File: src/rtl/cetd_pkg.sv
// ----------------------------------------------------------------------------
// cetd_pkg: shared types and constants for the C escape text decoder
// Character codes, decode modes, channel payload structs and helpers.
// ----------------------------------------------------------------------------
package cetd_pkg;

  // Width of the internal decoded byte counter
  localparam int LENGTH_BITS = 16;

  // Width of the reported count and of the max_length register
  localparam int REPORT_BITS = 16;

  // Results one input item can cause: pending number, plain byte, terminator
  localparam int MAX_RESULTS = 3;

  // Character codes
  localparam logic [7:0] CH_BACKSLASH = 8'h5C;
  localparam logic [7:0] CH_ZERO      = 8'h30;
  localparam logic [7:0] CH_SEVEN     = 8'h37;
  localparam logic [7:0] CH_NINE      = 8'h39;
  localparam logic [7:0] CH_LOWER_B   = 8'h62;
  localparam logic [7:0] CH_LOWER_F   = 8'h66;
  localparam logic [7:0] CH_LOWER_N   = 8'h6E;
  localparam logic [7:0] CH_LOWER_R   = 8'h72;
  localparam logic [7:0] CH_LOWER_T   = 8'h74;
  localparam logic [7:0] CH_LOWER_V   = 8'h76;
  localparam logic [7:0] CTL_BS       = 8'h08;
  localparam logic [7:0] CTL_FF       = 8'h0C;
  localparam logic [7:0] CTL_LF       = 8'h0A;
  localparam logic [7:0] CTL_CR       = 8'h0D;
  localparam logic [7:0] CTL_HT       = 8'h09;
  localparam logic [7:0] CTL_VT       = 8'h0B;

  // Decoder modes
  typedef enum logic [1:0] {
    MODE_PLAIN = 2'd0,
    MODE_ESC   = 2'd1,
    MODE_ONE   = 2'd2,
    MODE_TWO   = 2'd3
  } mode_t;

  // Input item
  typedef struct packed {
    logic [7:0] text_byte;
    logic       text_end;
  } text_in_t;

  // Result item
  typedef struct packed {
    logic [7:0]             plain_byte;
    logic                   is_final;
    logic [REPORT_BITS-1:0] decoded_count;
  } text_out_t;

  // Byte that follows a backslash, when it is not an octal digit
  function automatic logic [7:0] escape_map(input logic [7:0] b);
    logic [7:0] r;
    case (b)
      CH_LOWER_B: r = CTL_BS;
      CH_LOWER_F: r = CTL_FF;
      CH_LOWER_N: r = CTL_LF;
      CH_LOWER_R: r = CTL_CR;
      CH_LOWER_T: r = CTL_HT;
      CH_LOWER_V: r = CTL_VT;
      default:    r = b;
    endcase
    return r;
  endfunction

  // Counter value as reported, clamped to the report width
  function automatic logic [REPORT_BITS-1:0] report_count(input logic [LENGTH_BITS-1:0] c);
    logic [32:0] wide;
    logic [32:0] cap;
    wide = 33'(c);
    cap  = {{(33-REPORT_BITS){1'b0}}, {REPORT_BITS{1'b1}}};
    if (wide > cap) begin
      return {REPORT_BITS{1'b1}};
    end
    return REPORT_BITS'(wide);
  endfunction

endpackage

File: src/rtl/c_escape_text_decoder.sv
// ----------------------------------------------------------------------------
// c_escape_text_decoder: streaming C escape sequence decoder
// Turns escaped text into plain bytes, one result transfer per cycle while out_ready is high.
// ----------------------------------------------------------------------------
// Usage:
//   in_*   : escaped text, one byte per transfer, text_end on the last byte.
//   out_*  : decoded bytes; after the last input one result with is_final
//            set, plain_byte zero and decoded_count holding the length.
//   cfg_*  : writes max_length (0 = unlimited); always ready, write only
//            while the block is idle.
// Timing:
//   An accepted byte is held in the input register, is decoded by
//   the single-pass logic into up to three results held in a result buffer,
//   and the results are offered from that buffer in order. One byte per
//   cycle is sustained when each byte gives at most one result and out_ready
//   stays high; a byte with more results holds the buffer until all are
//   taken, and the input register takes one more byte meanwhile.
// Reset: synchronous rst clears mode, accumulator, counter, max_length and
//   all valid state; no item is pending afterwards.
// Stall: with out_ready low the buffer holds; in_ready drops once the
//   input register is also full.
// ----------------------------------------------------------------------------
module c_escape_text_decoder (
  input  logic                                clk,
  input  logic                                rst,
  input  logic                                in_valid,
  output logic                                in_ready,
  input  cetd_pkg::text_in_t                  in_data,
  output logic                                out_valid,
  input  logic                                out_ready,
  output cetd_pkg::text_out_t                 out_data,
  input  logic                                cfg_valid,
  output logic                                cfg_ready,
  input  logic [cetd_pkg::REPORT_BITS-1:0]    cfg_data
);
  import cetd_pkg::*;

  // Configuration
  logic [REPORT_BITS-1:0] max_length;

  // Input register
  logic     inq_valid;
  text_in_t inq;

  // Decoder state
  mode_t            mode;
  logic [7:0]       acc;
  logic [LENGTH_BITS-1:0] count;

  // Result buffer
  text_out_t  res [MAX_RESULTS];
  logic [1:0] rem;
  logic [1:0] ptr;

  // Decode results
  mode_t                  mode_next;
  logic [7:0]             acc_next;
  logic [LENGTH_BITS-1:0] count_next;
  text_out_t              res_next [MAX_RESULTS];
  logic [1:0]             rem_next;

  logic load;
  logic out_xfer;

  assign cfg_ready = 1'b1;
  assign out_valid = (rem != 2'd0);
  assign out_data  = res[ptr];
  assign out_xfer  = out_valid && out_ready;
  assign load      = inq_valid && ((rem == 2'd0) || ((rem == 2'd1) && out_ready));
  assign in_ready  = !inq_valid || load;

  // Single-pass decode of the registered byte
  always_comb begin
    logic [7:0]             b;
    logic [7:0]             digit;
    logic                   is_dec;
    logic                   is_oct;
    logic [7:0]             cand [2];
    logic [1:0]             ncand;
    logic [7:0]             acc_dig;
    logic [LENGTH_BITS-1:0] cnt;
    logic [1:0]             k;
    logic                   room;

    b       = inq.text_byte;
    digit   = b - CH_ZERO;
    is_dec  = (b >= CH_ZERO) && (b <= CH_NINE);
    is_oct  = (b >= CH_ZERO) && (b <= CH_SEVEN);
    acc_dig = {acc[4:0], 3'b000} + digit;
    cand[0] = 8'h00;
    cand[1] = 8'h00;
    ncand   = 2'd0;
    mode_next = mode;
    acc_next  = acc;

    case (mode)
      MODE_PLAIN: begin
        if (b == CH_BACKSLASH) begin
          mode_next = MODE_ESC;
        end else begin
          cand[0] = b;
          ncand   = 2'd1;
        end
      end
      MODE_ESC: begin
        mode_next = MODE_PLAIN;
        if (is_oct) begin
          acc_next  = digit;
          mode_next = MODE_ONE;
        end else begin
          cand[0] = escape_map(b);
          ncand   = 2'd1;
        end
      end
      MODE_ONE: begin
        if (is_dec) begin
          acc_next  = acc_dig;
          mode_next = MODE_TWO;
        end else begin
          cand[0] = acc;
          if (b == CH_BACKSLASH) begin
            mode_next = MODE_ESC;
            ncand     = 2'd1;
          end else begin
            mode_next = MODE_PLAIN;
            cand[1]   = b;
            ncand     = 2'd2;
          end
        end
      end
      default: begin
        mode_next = MODE_PLAIN;
        if (is_dec) begin
          acc_next = acc_dig;
          cand[0]  = acc_dig;
          ncand    = 2'd1;
        end else begin
          cand[0] = acc;
          if (b == CH_BACKSLASH) begin
            mode_next = MODE_ESC;
            ncand     = 2'd1;
          end else begin
            cand[1] = b;
            ncand   = 2'd2;
          end
        end
      end
    endcase

    // Number still pending at the end of the string (only with no candidate)
    if (inq.text_end && ((mode_next == MODE_ONE) || (mode_next == MODE_TWO))) begin
      cand[0] = acc_next;
      ncand   = 2'd1;
    end

    // Emit candidates with truncation and counting
    cnt = count;
    k   = 2'd0;
    for (int i = 0; i < MAX_RESULTS; i++) begin
      res_next[i] = '0;
    end
    for (int i = 0; i < 2; i++) begin
      room = (max_length == '0) || (32'(cnt) < 32'(max_length));
      if ((2'(i) < ncand) && room) begin
        if (cnt != {LENGTH_BITS{1'b1}}) begin
          cnt = cnt + 1'b1;
        end
        res_next[k].plain_byte    = cand[i];
        res_next[k].is_final      = 1'b0;
        res_next[k].decoded_count = report_count(cnt);
        k = k + 2'd1;
      end
    end

    // Terminating result; state returns to reset values
    if (inq.text_end) begin
      res_next[k].plain_byte    = 8'h00;
      res_next[k].is_final      = 1'b1;
      res_next[k].decoded_count = report_count(cnt);
      k         = k + 2'd1;
      mode_next = MODE_PLAIN;
      acc_next  = 8'h00;
      cnt       = '0;
    end

    count_next = cnt;
    rem_next   = k;
  end

  // Configuration register
  always_ff @(posedge clk) begin
    if (rst) begin
      max_length <= '0;
    end else if (cfg_valid && cfg_ready) begin
      max_length <= cfg_data;
    end
  end

  // Input register
  always_ff @(posedge clk) begin
    if (rst) begin
      inq_valid <= 1'b0;
    end else if (in_valid && in_ready) begin
      inq_valid <= 1'b1;
    end else if (load) begin
      inq_valid <= 1'b0;
    end
  end

  always_ff @(posedge clk) begin
    if (in_valid && in_ready) begin
      inq <= in_data;
    end
  end

  // Decoder state
  always_ff @(posedge clk) begin
    if (rst) begin
      mode  <= MODE_PLAIN;
      acc   <= 8'h00;
      count <= '0;
    end else if (load) begin
      mode  <= mode_next;
      acc   <= acc_next;
      count <= count_next;
    end
  end

  // Result buffer control
  always_ff @(posedge clk) begin
    if (rst) begin
      rem <= 2'd0;
      ptr <= 2'd0;
    end else if (load) begin
      rem <= rem_next;
      ptr <= 2'd0;
    end else if (out_xfer) begin
      rem <= rem - 2'd1;
      ptr <= ptr + 2'd1;
    end
  end

  // Result buffer payload
  always_ff @(posedge clk) begin
    if (load) begin
      for (int i = 0; i < MAX_RESULTS; i++) begin
        res[i] <= res_next[i];
      end
    end
  end

endmodule
File: config.mk
export PLATFORM = sky130hd
export DESIGN_NAME = c_escape_text_decoder
export DESIGN_NICKNAME = d
export VERILOG_FILES = /design/src/rtl/cetd_pkg.sv /design/src/rtl/c_escape_text_decoder.sv
export SDC_FILE = /design/constraint.sdc
export NUM_CORES = 1
export LEC_CHECK = 0
export ABC_CLOCK_PERIOD_IN_PS = 7800
export BUFFER_PORTS_ARGS = -buffer_cell sky130_fd_sc_hd__buf_2
export CELL_PAD_IN_SITES_DETAIL_PLACEMENT = 1
export CELL_PAD_IN_SITES_GLOBAL_PLACEMENT = 2
export CORE_ASPECT_RATIO = 2
export CORE_MARGIN = 2
export CORE_UTILIZATION = 25
export CTS_BUF_LIST = sky130_fd_sc_hd__clkbuf_2
export DETAILED_ROUTE_END_ITERATION = 12
export PLACE_DENSITY_LB_ADDON = 0.1
export SETUP_SLACK_MARGIN = 0.05
export SLEW_MARGIN = 30
export SYNTH_ARGS = -nofsm -noshare
export SYNTH_HDL_FRONTEND = slang
export SYNTH_SLANG_ARGS = --single-unit
File: constraint.sdc
create_clock -name clk -period 7.8 [get_ports clk]
set_clock_uncertainty 0.15 [all_clocks]
set_input_delay 0.39 -clock clk [delete_from_list [all_inputs] [get_ports clk]]
set_output_delay 0.39 -clock clk [all_outputs]
set_load 0.01 [all_outputs]
==> qor.csv, run 1 <==
stage;metric;value;unit
status;status;finished, final reports clean;
global_route;global-route wire length before repair;60400;um
synth;synth warn;0;
synth;Synth area leaders;edfxtp_1, dfxtp_1, ha_1;
final_layout;Final Util;30.6;%
timing;Final period util;90.6;%
clock_network;CTS Sinks;125;
synth;Synth cell types;81;
timing;Final min period;7.07;ns
power;Pwr per Cell Area;159;nW/um2
synth;commonest cells in the netlist;nor2_1, nand2_1, a21oi_1;
final_layout;cell area after layout;10700;um2
job;MaxCap Viol Count;0;
synth;Syn Inst Count;1022;
drt;post-route ant nets;0;
floorplanning;Starting Density;25.3;%
power;maximum VDD drop;84.0;uV
power;LEAKAGE;4.10;nW
clock_network;CTS root buffer;clkbuf_2;
power;Clock power frac;26.3;%
drt;drt first pass iters;4;
timing;worst-margin pin slew;0.966;ns
floorplanning;# IOs;58;
synth;EDFF count, synth;76;
floorplanning;die width;137;um
global_route;initial antenna violation count;1;
global_route;largest net degree at the start of global routing;70;
timing;# setup viols final;0;
worst_setup_path;worst path required time;8.27;ns
drt;Via density;5.30;
placed_design;Area after DPL;9720;um2
power;switching pwr;603;uW
synth;post-synth top area cell;edfxtp_1;
global_route;Tot GR Track Use;23.1;%
worst_setup_path;Arr. time, crit path;7.54;ns
floorplanning;Die H;269;um
power;sw frac;35.6;%
final_layout;Layout area overhead;21.1;%
timing;Hold Vio Cnt, Final;0;
drt;DR vias;8480;
clock_network;PostCTS Resize Cnt;0;
power;sequential power share;48.3;%
drt;initial DRC count;408;
synth;Synthesized Nets;1097;
timing;max-slew violations;0;
clock_network;Clock Tree Buf Depth;2;
synth;Main synth FF type;edfxtp_1;
worst_hold_path;Hold Path Class;in2reg;
floorplanning;core area;34800;um2
final_layout;# fillers;4092;
power;Pint;1.09;mW
clock_network;CTS clock-pin slew for the worst setup and hold paths;0.21;ns
timing;unrepaired setup endpoints after global routing;no;
placed_design;IO Port Bufs;56;
timing;slew margin rel.;35.6;%
synth;count leader, synth;nor2_1;
drt;Routed WL;41400;um
final_layout;nets;1217;
placed_design;GP Congestion;0.866;
clock_network;Inserted Clock Buffers;17;
synth;Syn Area/Cell;8.61;um2
synth;Seq cells post-synth;125;
synth;share of the synthesized area in the top cell type;25.9;%
global_route;final global-route overflow total;0;
clock_network;clock tree from TritonCTS;yes;
power;Logic pwr share;25.4;%
drt;WL/cell;25.9;um
clock_network;clock insertion delay at the later pin of the skew report;0.86;ns
worst_setup_path;Crit Path Max Fanout;12;
worst_setup_path;CP Capture Type;register;
timing;Fmax;142;MHz
worst_setup_path;CP startpoint kind;register;
synth;register area share after synthesis;37.1;%
timing;setup_tns;0;ns
floorplanning;total die area;36800;um2
worst_setup_path;Worst Setup Path Type;reg2reg;
final_layout;layout cell share with drive strength beyond 1;13.2;%
synth;FFs w/ async S/R, synth;0;%
global_route;vias in the first global route;9189;
floorplanning;row cnt;97;
drt;# DRC;0;
synth;Post-Syn Area;8800;um2
clock_network;htree depth;4;
placed_design;HPWL Detailed;32300;um
## worst paths after layout
| path | slack [ns] | cells after the start | to | startpoint |
|---|---|---|---|---|
| setup / recovery | 0.73 | 20 | res[1][0] | count[6] |
| setup reg to reg | 0.73 | 20 | res[1][0] | count[6] |
| hold / removal | 0.11 | 2 | inq[3] | in_data[3] |
| hold reg to reg | 0.36 | 2 | acc[5] | acc[5] |
## metrics by stage
step	setup WS (ns)	hold slack [ns]	cells	power [mW]
after global placement	0.885	0.314	1498	1.24
after detailed placement	0.806	0.329	1499	1.24
after floorplan	1.57	0.297	1022	1.06
after CTS	0.780	0.00223	1600	1.73
after global routing	0.343	0.0487	1601	1.79
final	0.734	0.110	1601	1.69
## what timing repair did
action,CTS,global route
buffers inserted,0,0
hold endpoints to repair,41,0
hold buffers,69,0
## worst max-delay path: stages, from the launching register on
cell	delay, ns
dfxtp_1	0.74
nand4_1	0.30
nor4_1	0.76
and2_1	0.60
o21ai_0	0.18
o21ba_2	0.22
a31oi_2	0.55
ha_1	0.39
and4_1	0.20
a221o_1	0.38
o21ai_0	0.24
a21oi_1	0.11
a31oi_2	0.32
ha_1	0.33
nand2_1	0.26
inv_1	0.28
buf_4	0.25
nand2_1	0.14
o31ai_1	0.10
a221oi_1	0.25
a22oi_1	0.10
## routing by layer
layer	part of all wire, %	GRT usage [%]
met1	32	20.1
met2	59	47.0
met3	1.8	2.46
met4	6.8	14.8
met5	0	0
## registers in the layout, indices dropped and copies added, names as in the netlist, named ones only
register    count
rem             2
count          16
ptr             2
acc             8
mode            2
inq_valid       1
res            67
inq             9
max_length     16
## logic make-up after synthesis
kind of cell	Yosys count	share of synthesized area [%]
flops	125	37.1
other cells	1	0.0426
fa+ha+maj	45	6.48
buf+inv	116	5.15
mux	60	6.91
simple gates	363	20.0
compound gates	277	20.8
xor+xnor	35	3.48
## area by class of cell
cell class	instances	area (um2)	share of cell area (%)
sequential	125	3260	30.6
clock inverter	13	140	1.32
timing repair buffer	168	1310	12.3
tap	445	557	5.23
multi-input combinational	781	5100	47.9
clock buffer	19	95.1	0.892
antenna	1	2.50	0.0235
inverter	49	184	1.73
## power by group through the flow
stage | logic [mW] | registers [mW] | clock network, mW
CTS | 0.441 | 0.820 | 0.470
floorplan | 0.247 | 0.815 | 0
finish | 0.430 | 0.818 | 0.446
global placement | 0.407 | 0.833 | 0
detailed placement | 0.409 | 0.835 | 0
global route | 0.472 | 0.826 | 0.490
## cell usage in the layout (no fill, tap or decap), types with 4 or more instances in the layout
cell           Yosys  routed
nand2_1           94      94
a22oi_1            7       7
or3_1              7       7
o22ai_1            7       7
and3_1            14      14
buf_4              2      40
dfxtp_1           49      49
o21ai_0           55      55
nor2_1           111     111
clkbuf_2           0      19
a31oi_1           19      18
mux2_2             4       4
inv_1             46      45
nor3b_1            5       5
edfxtp_1          76      76
and4_1             8       8
nor3_1            22      21
a21o_1            11      11
o211ai_1           6       6
dlygate4sd3_1      0      69
buf_2              8      56
mux2i_1           54      54
nor2b_1            7       7
a221o_1            4       4
o21ai_1            5       5
a22o_1            14      14
nand2b_1           5       5
xor2_1            12      12
nand3_1           33      33
o31ai_1            5       5
a21oi_1           82      82
o21a_1             6       6
a311oi_1           5       5
and2_1            19      19
nand4_1           12      12
nor4_1            14      14
ha_1              44      44
xnor2_1           23      23
a211oi_1           9       9
Power figures use the tool's default switching activity.
==> inputs of run 2 (changes only) <==
--- a/config.mk
+++ b/config.mk
@@ -6,7 +6,6 @@
 export NUM_CORES = 1
 export LEC_CHECK = 0
 export ABC_CLOCK_PERIOD_IN_PS = 7800
-export BUFFER_PORTS_ARGS = -buffer_cell sky130_fd_sc_hd__buf_2
 export CELL_PAD_IN_SITES_DETAIL_PLACEMENT = 1
 export CELL_PAD_IN_SITES_GLOBAL_PLACEMENT = 2
 export CORE_ASPECT_RATIO = 2
@@ -14,6 +13,7 @@
 export CORE_UTILIZATION = 25
 export CTS_BUF_LIST = sky130_fd_sc_hd__clkbuf_2
 export DETAILED_ROUTE_END_ITERATION = 12
+export DONT_BUFFER_PORTS = 1
 export PLACE_DENSITY_LB_ADDON = 0.1
 export SETUP_SLACK_MARGIN = 0.05
 export SLEW_MARGIN = 30
==> qor.csv, run 2 (same netlist as run 1, synthesis figures left out) <==
stage;metric;value;unit;change
status;status;finished, final reports clean;;
worst_setup_path;Slowest cell on crit path;dfxtp_1;;
worst_setup_path;crit path cell chain;nand3_1 -> nor2_1 -> nand2_1 -> buf_4 -> and4_1 -> a21oi_1 -> ha_1 -> a21o_1 -> a21o_1 -> a221o_1 -> o21ai_0 -> a21oi_1 -> a31oi_2 -> clkinv_1 -> buf_4 -> a41oi_4 -> buf_4 -> a31oi_1 -> o211ai_1 -> o211ai_1;;
power;LEAKAGE;3.78;nW;-8.0%
timing;max-slew violations;0;;unchanged
placed_design;GP Congestion;0.871;;+0.62%
job;MaxCap Viol Count;0;;unchanged
floorplanning;core area;34800;um2;unchanged
global_route;Tot GR Track Use;22.5;%;-0.54 points
clock_network;CTS Sinks;125;;unchanged
worst_setup_path;R2R Path End;res[0][2];;
floorplanning;# IOs;58;;unchanged
global_route;largest net degree at the start of global routing;70;;unchanged
global_route;GR Util met3;2.78;%;+0.32 points
final_layout;leading cell types in the layout, fill and taps excluded;nor2_1, nand2_1, a21oi_1;;
floorplanning;Die H;269;um;unchanged
clock_network;PostCTS Resize Cnt;0;;unchanged
timing;Final period util;88.6;%;-2.0 points
clock_network;Clock Tree Buf Depth;2;;unchanged
drt;WL/cell;26.3;um;+1.5%
timing;# setup viols final;0;;unchanged
worst_setup_path;CP Capture Type;register;;
clock_network;# Post-CTS Setup Buffers;0;;unchanged
floorplanning;Starting Density;25.3;%;unchanged
worst_setup_path;worst path required time;8.17;ns;-0.10 ns
power;Pwr per Cell Area;160;nW/um2;+0.37%
worst_setup_path;most used cell, CP;buf_4;;
final_layout;layout cell share with drive strength beyond 1;8.78;%;-4.4 points
drt;# DRC;0;;unchanged
worst_hold_path;Hold Path Class;in2reg;;
timing;slew margin rel.;36.2;%;+0.65 points
timing;setup_tns;0;ns;unchanged
timing;unrepaired setup endpoints after global routing;no;;
clock_network;Hold-fix buffers, CTS;57;;-17%
floorplanning;row cnt;97;;unchanged
clock_network;CTS clock-pin slew for the worst setup and hold paths;0.24;ns;+0.03 ns
placed_design;IO Port Bufs;0;;-100%
worst_setup_path;Worst Setup Path Type;reg2reg;;
final_layout;# fillers;4053;;-0.95%
drt;DR vias;8171;;-3.6%
drt;Via density;5.35;;+0.96%
timing;setup ws final;0.889;ns;+0.155 ns
worst_setup_path;Arr. time, crit path;7.29;ns;-0.25 ns
worst_setup_path;R2R setup slack;0.89;ns;+0.15 ns
global_route;met1 Use GR;20.0;%;-0.021 points
drt;post-route ant nets;0;;unchanged
worst_setup_path;CP max stage delay;0.81;ns;+0.05 ns
floorplanning;total die area;36800;um2;unchanged
timing;worst-margin pin slew;0.957;ns;-0.00973 ns
global_route;global-route wire length before repair;59000;um;-2.3%
global_route;GR peak layer;met2;;
global_route;vias in the first global route;9043;;-1.6%
clock_network;Inserted Clock Buffers;17;;unchanged
global_route;M2 GR Usage;44.9;%;-2.1 points
drt;drt first pass iters;5;;+1
worst_setup_path;CP startpoint kind;register;;
worst_setup_path;Crit Path Max Fanout;25;;+13
clock_network;CTS root buffer;clkbuf_2;;
worst_setup_path;R2R cell count;20;;unchanged
global_route;final global-route overflow total;0;;unchanged
placed_design;pre-CTS setup slack;0.943;ns;+0.137 ns
global_route;initial antenna violation count;1;;unchanged
timing;Hold Vio Cnt, Final;0;;unchanged
worst_setup_path;worst setup path start;count[2];;
clock_network;clock insertion delay at the later pin of the skew report;0.83;ns;-0.03 ns
final_layout;Largest regs;res x67, count x16, max_length x16;;
worst_setup_path;worst flop-to-flop path startpoint;count[2];;
timing;Fmax;145;MHz;+2.2%
final_layout;commonest non-fill, non-tap cell in the layout;nor2_1;;
drt;Routed WL;40100;um;-3.1%
timing;Final min period;6.91;ns;-0.155 ns
clock_network;htree depth;4;;unchanged
worst_setup_path;destination of the critical timing path;res[0][2];;
final_layout;Layout area overhead;16.0;%;
final_layout;number of flip-flops under the largest register name;67;;unchanged
placed_design;HPWL Detailed;31400;um;-2.9%
final_layout;Top reg by flops;res;;
drt;initial DRC count;333;;-18%
final_layout;nets;1144;;-6.0%
power;maximum VDD drop;87.0;uV;+3.5%
floorplanning;die width;137;um;unchanged
clock_network;clock tree from TritonCTS;yes;;
==> run 2: how the worst min path moves through the flow <==
stage,start,endpoint,depth (start not counted)
2_1_floorplan,acc[5],acc[5],2
3_3_place_gp,acc[5],acc[5],2
3_5_place_dp,rst,inq_valid,1
4_1_cts,cfg_valid,max_length[11],3
5_1_grt,cfg_valid,max_length[5],3
6_report,cfg_valid,max_length[12],3
==> run 2: area by class of cell <==
class	count	area [um2]	share of cell area, %
Inverter	49	184	1.80
Timing Repair Buffer	95	861	8.43
Multi-Input combinational cell	781	5110	50.1
Sequential cell	125	3270	32.0
Antenna cell	1	2.50	0.0245
Tap cell	445	557	5.45
Clock inverter	15	138	1.35
Clock buffer	17	85.1	0.833
==> run 2: per-stage QoR <==
step	total power [mW]	util [%]	hold WS [ns]	cell area [um2]	cells
floorplan	1.06	-	0.297	8800	1022
CTS	1.67	29.3	0.00475	10200	1526
finish	1.63	29.3	0.128	10200	1528
global route	1.72	29.3	0.0260	10200	1528
global placement	1.19	26.9	0.315	9380	1436
detailed placement	1.20	27.0	0.318	9400	1437
==> run 2: per-layer routing <==
metal | share of wire, % | vias to the layer above
met1 | 33 | 4087
met5 | 0 | -
met3 | 1.6 | 85
met4 | 7.7 | 0
met2 | 58 | 154
li1 | - | 3845
==> run 2: report_power, final <==
group	switching [mW]	leakage (nW)	internal (mW)
clock	0.308	0.134	0.121
sequential	0.0588	1.12	0.780
combinational	0.235	2.52	0.126
==> run 2: worst max-delay path: cells and delay by family (launching register included) <==
family	cells	cell delay, ns
AO/OA/AOI/OAI	11	2.65
adder cells (fa/ha/maj)	1	0.33
buffers and inverters	4	1.01
flip-flops	1	0.81
AND/OR/NAND/NOR	4	1.67
==> inputs of run 3 (changes only) <==
--- a/config.mk
+++ b/config.mk
@@ -15,6 +15,7 @@
 export DETAILED_ROUTE_END_ITERATION = 12
 export DONT_BUFFER_PORTS = 1
 export PLACE_DENSITY_LB_ADDON = 0.1
+export RECOVER_POWER = 25
 export SETUP_SLACK_MARGIN = 0.05
 export SLEW_MARGIN = 30
 export SYNTH_ARGS = -nofsm -noshare
==> qor.csv, run 3 (same netlist as run 1, synthesis figures left out) <==
stage;metric;value;unit;change
timing;Hold Vio Cnt, Final;0;;unchanged
timing;unrepaired setup endpoints after global routing;no;;
drt;initial DRC count;333;;unchanged
worst_setup_path;Crit Path Max Fanout;25;;unchanged
drt;drt first pass iters;5;;unchanged
floorplanning;Die H;269;um;unchanged
final_layout;cell area after layout;10200;um2;about the same
final_layout;Top reg by flops;res;;
drt;# DRC;0;;unchanged
clock_network;CTS root buffer;clkbuf_2;;
job;MaxCap Viol Count;1;;+1
final_layout;leading cell types in the layout, fill and taps excluded;nor2_1, nand2_1, a21oi_1;;
worst_setup_path;CP startpoint kind;register;;
timing;Fmax;145;MHz;about the same
worst_setup_path;worst flop-to-flop path startpoint;count[2];;
clock_network;clock insertion delay at the later pin of the skew report;0.83;ns;about the same
worst_setup_path;Slowest cell on crit path;dfxtp_1;;
worst_setup_path;R2R setup slack;0.89;ns;about the same
clock_network;PostCTS Resize Cnt;0;;unchanged
status;status;finished with violations;;
clock_network;Hold-fix buffers, CTS;57;;unchanged
clock_network;htree depth;4;;unchanged
clock_network;# Post-CTS Setup Buffers;0;;unchanged
floorplanning;Starting Density;25.3;%;unchanged
timing;WHS;0.129;ns;+0.000780 ns
floorplanning;core area;34800;um2;unchanged
final_layout;layout cell share with drive strength beyond 1;8.60;%;-0.18 points
power;LEAKAGE;3.77;nW;-0.25%
global_route;vias in the first global route;9043;;unchanged
worst_setup_path;CP max stage delay;0.80;ns;about the same
timing;Final min period;6.91;ns;-0.00190 ns
placed_design;Cells after DPL;1437;;unchanged
drt;Via density;5.35;;unchanged
drt;post-route ant nets;0;;unchanged
worst_hold_path;Min-Delay Path Depth;3;;unchanged
worst_setup_path;Arr. time, crit path;7.28;ns;about the same
worst_setup_path;R2R cell count;20;;unchanged
final_layout;Layout area overhead;16.0;%;about the same
clock_network;Clock Tree Buf Depth;2;;unchanged
clock_network;Inserted Clock Buffers;17;;unchanged
worst_hold_path;Hold Path Class;in2reg;;
worst_setup_path;most used cell, CP;buf_4;;
placed_design;HPWL Detailed;31400;um;unchanged
power;Pwr per Cell Area;160;nW/um2;+0.41%
power;maximum VDD drop;87.2;uV;+0.31%
worst_setup_path;CP Capture Type;register;;
floorplanning;# IOs;58;;unchanged
global_route;final global-route overflow total;0;;unchanged
drt;DR vias;8171;;unchanged
clock_network;CTS Sinks;125;;unchanged
global_route;initial antenna violation count;1;;unchanged
timing;worst-margin pin slew;3.98;ns;+3.02 ns
worst_hold_path;Hold Path End;max_length[12];;
timing;slew margin rel.;-165;%;-200 points
worst_setup_path;crit path cell chain;nand3_1 -> nor2_1 -> nand2_1 -> buf_4 -> and4_1 -> a21oi_1 -> ha_1 -> a21o_1 -> a21o_1 -> a221o_1 -> o21ai_0 -> a21oi_1 -> a31oi_2 -> clkinv_1 -> buf_4 -> a41oi_4 -> buf_4 -> a31oi_1 -> o211ai_1 -> o211ai_1;;
final_layout;number of flip-flops under the largest register name;67;;unchanged
final_layout;fin cells;1528;;unchanged
global_route;largest net degree at the start of global routing;70;;unchanged
global_route;global-route wire length before repair;59000;um;unchanged
drt;WL/cell;26.3;um;about the same
worst_setup_path;Worst Setup Path Type;reg2reg;;
final_layout;commonest non-fill, non-tap cell in the layout;nor2_1;;
worst_hold_path;Hold Startpoint;cfg_valid;;
timing;# setup viols final;0;;unchanged
clock_network;clock tree from TritonCTS;yes;;
timing;max-slew violations;70;;+70
timing;setup_tns;0;ns;unchanged
timing;Final period util;88.6;%;about the same
floorplanning;die width;137;um;unchanged
final_layout;Largest regs;res x67, count x16, max_length x16;;
worst_setup_path;worst path required time;8.17;ns;about the same
floorplanning;row cnt;97;;unchanged
placed_design;IO Port Bufs;0;;unchanged
clock_network;CTS clock-pin slew for the worst setup and hold paths;0.24;ns;about the same
final_layout;nets;1144;;unchanged
worst_setup_path;R2R Path End;res[0][2];;
drt;Routed WL;40100;um;about the same
placed_design;GP Congestion;0.871;;unchanged
status;failing checks;max-capacitance violations, max-slew violations;;
floorplanning;total die area;36800;um2;unchanged
placed_design;Area after DPL;9400;um2;unchanged
final_layout;Final Util;29.3;%;about the same
global_route;Tot GR Track Use;22.5;%;unchanged
==> run 3: changes by cell type in the layout (fill, tap and decap cells not counted), sizes merged <==
cell and delta:
buf -1, clkbuf +1, clkinv +1, inv -1
==> run 3: per-stage QoR <==
| step | worst slack [ns] | power, mW |
|---|---|---|
| 4_1_cts | 0.902 | 1.67 |
| 2_1_floorplan | 1.57 | 1.06 |
| 3_3_place_gp | 0.685 | 1.19 |
| 3_5_place_dp | 0.943 | 1.20 |
| 5_1_grt | 0.529 | 1.73 |
| 6_report | 0.891 | 1.63 |
==> run 3: report_power, final <==
part	total (mW)	internal [mW]	switching (mW)
Clock	0.430	0.121	0.309
Sequential	0.846	0.788	0.0587
Combinational	0.359	0.124	0.234
Total	1.63	1.03	0.602
==> run 3: routing by layer <==
layer / wire [um] / global-route usage, %
met2: 23100 / 44.9
met3: 623 / 2.78
met4: 3090 / 15.0
met1: 13300 / 20.0
met5: 0 / 0
==> run 3: cell type report <==
| class | instances | area [um2] |
|---|---|---|
| fill | 4055 | 24600 |
| multi-input combinational | 781 | 5110 |
| sequential | 125 | 3270 |
| timing repair buffer | 95 | 853 |
| tap | 445 | 557 |
| inverter | 49 | 184 |
| clock inverter | 15 | 138 |
| clock buffer | 17 | 85.1 |
| antenna | 1 | 2.50 |
==> run 3: worst max-delay path by stage <==
stage               slack, ns        end      from  cells after the start
detailed placement       0.94  res[1][0]  count[2]                     21
global route             0.53  res[1][0]  count[2]                     21
global placement         0.69  res[1][0]  count[2]                     22
CTS                      0.90  res[1][0]  count[2]                     21
finish                   0.89  res[0][2]  count[2]                     20
floorplan                1.57  res[0][5]    inq[5]                     29
==> run 3: worst max-delay path, delay by kind of cell, from the launching register on <==
kind / cells / cell delay [ns]
compound gates: 11 / 2.64
fa+ha+maj: 1 / 0.33
flops: 1 / 0.80
simple gates: 4 / 1.67
buf+inv: 4 / 1.01
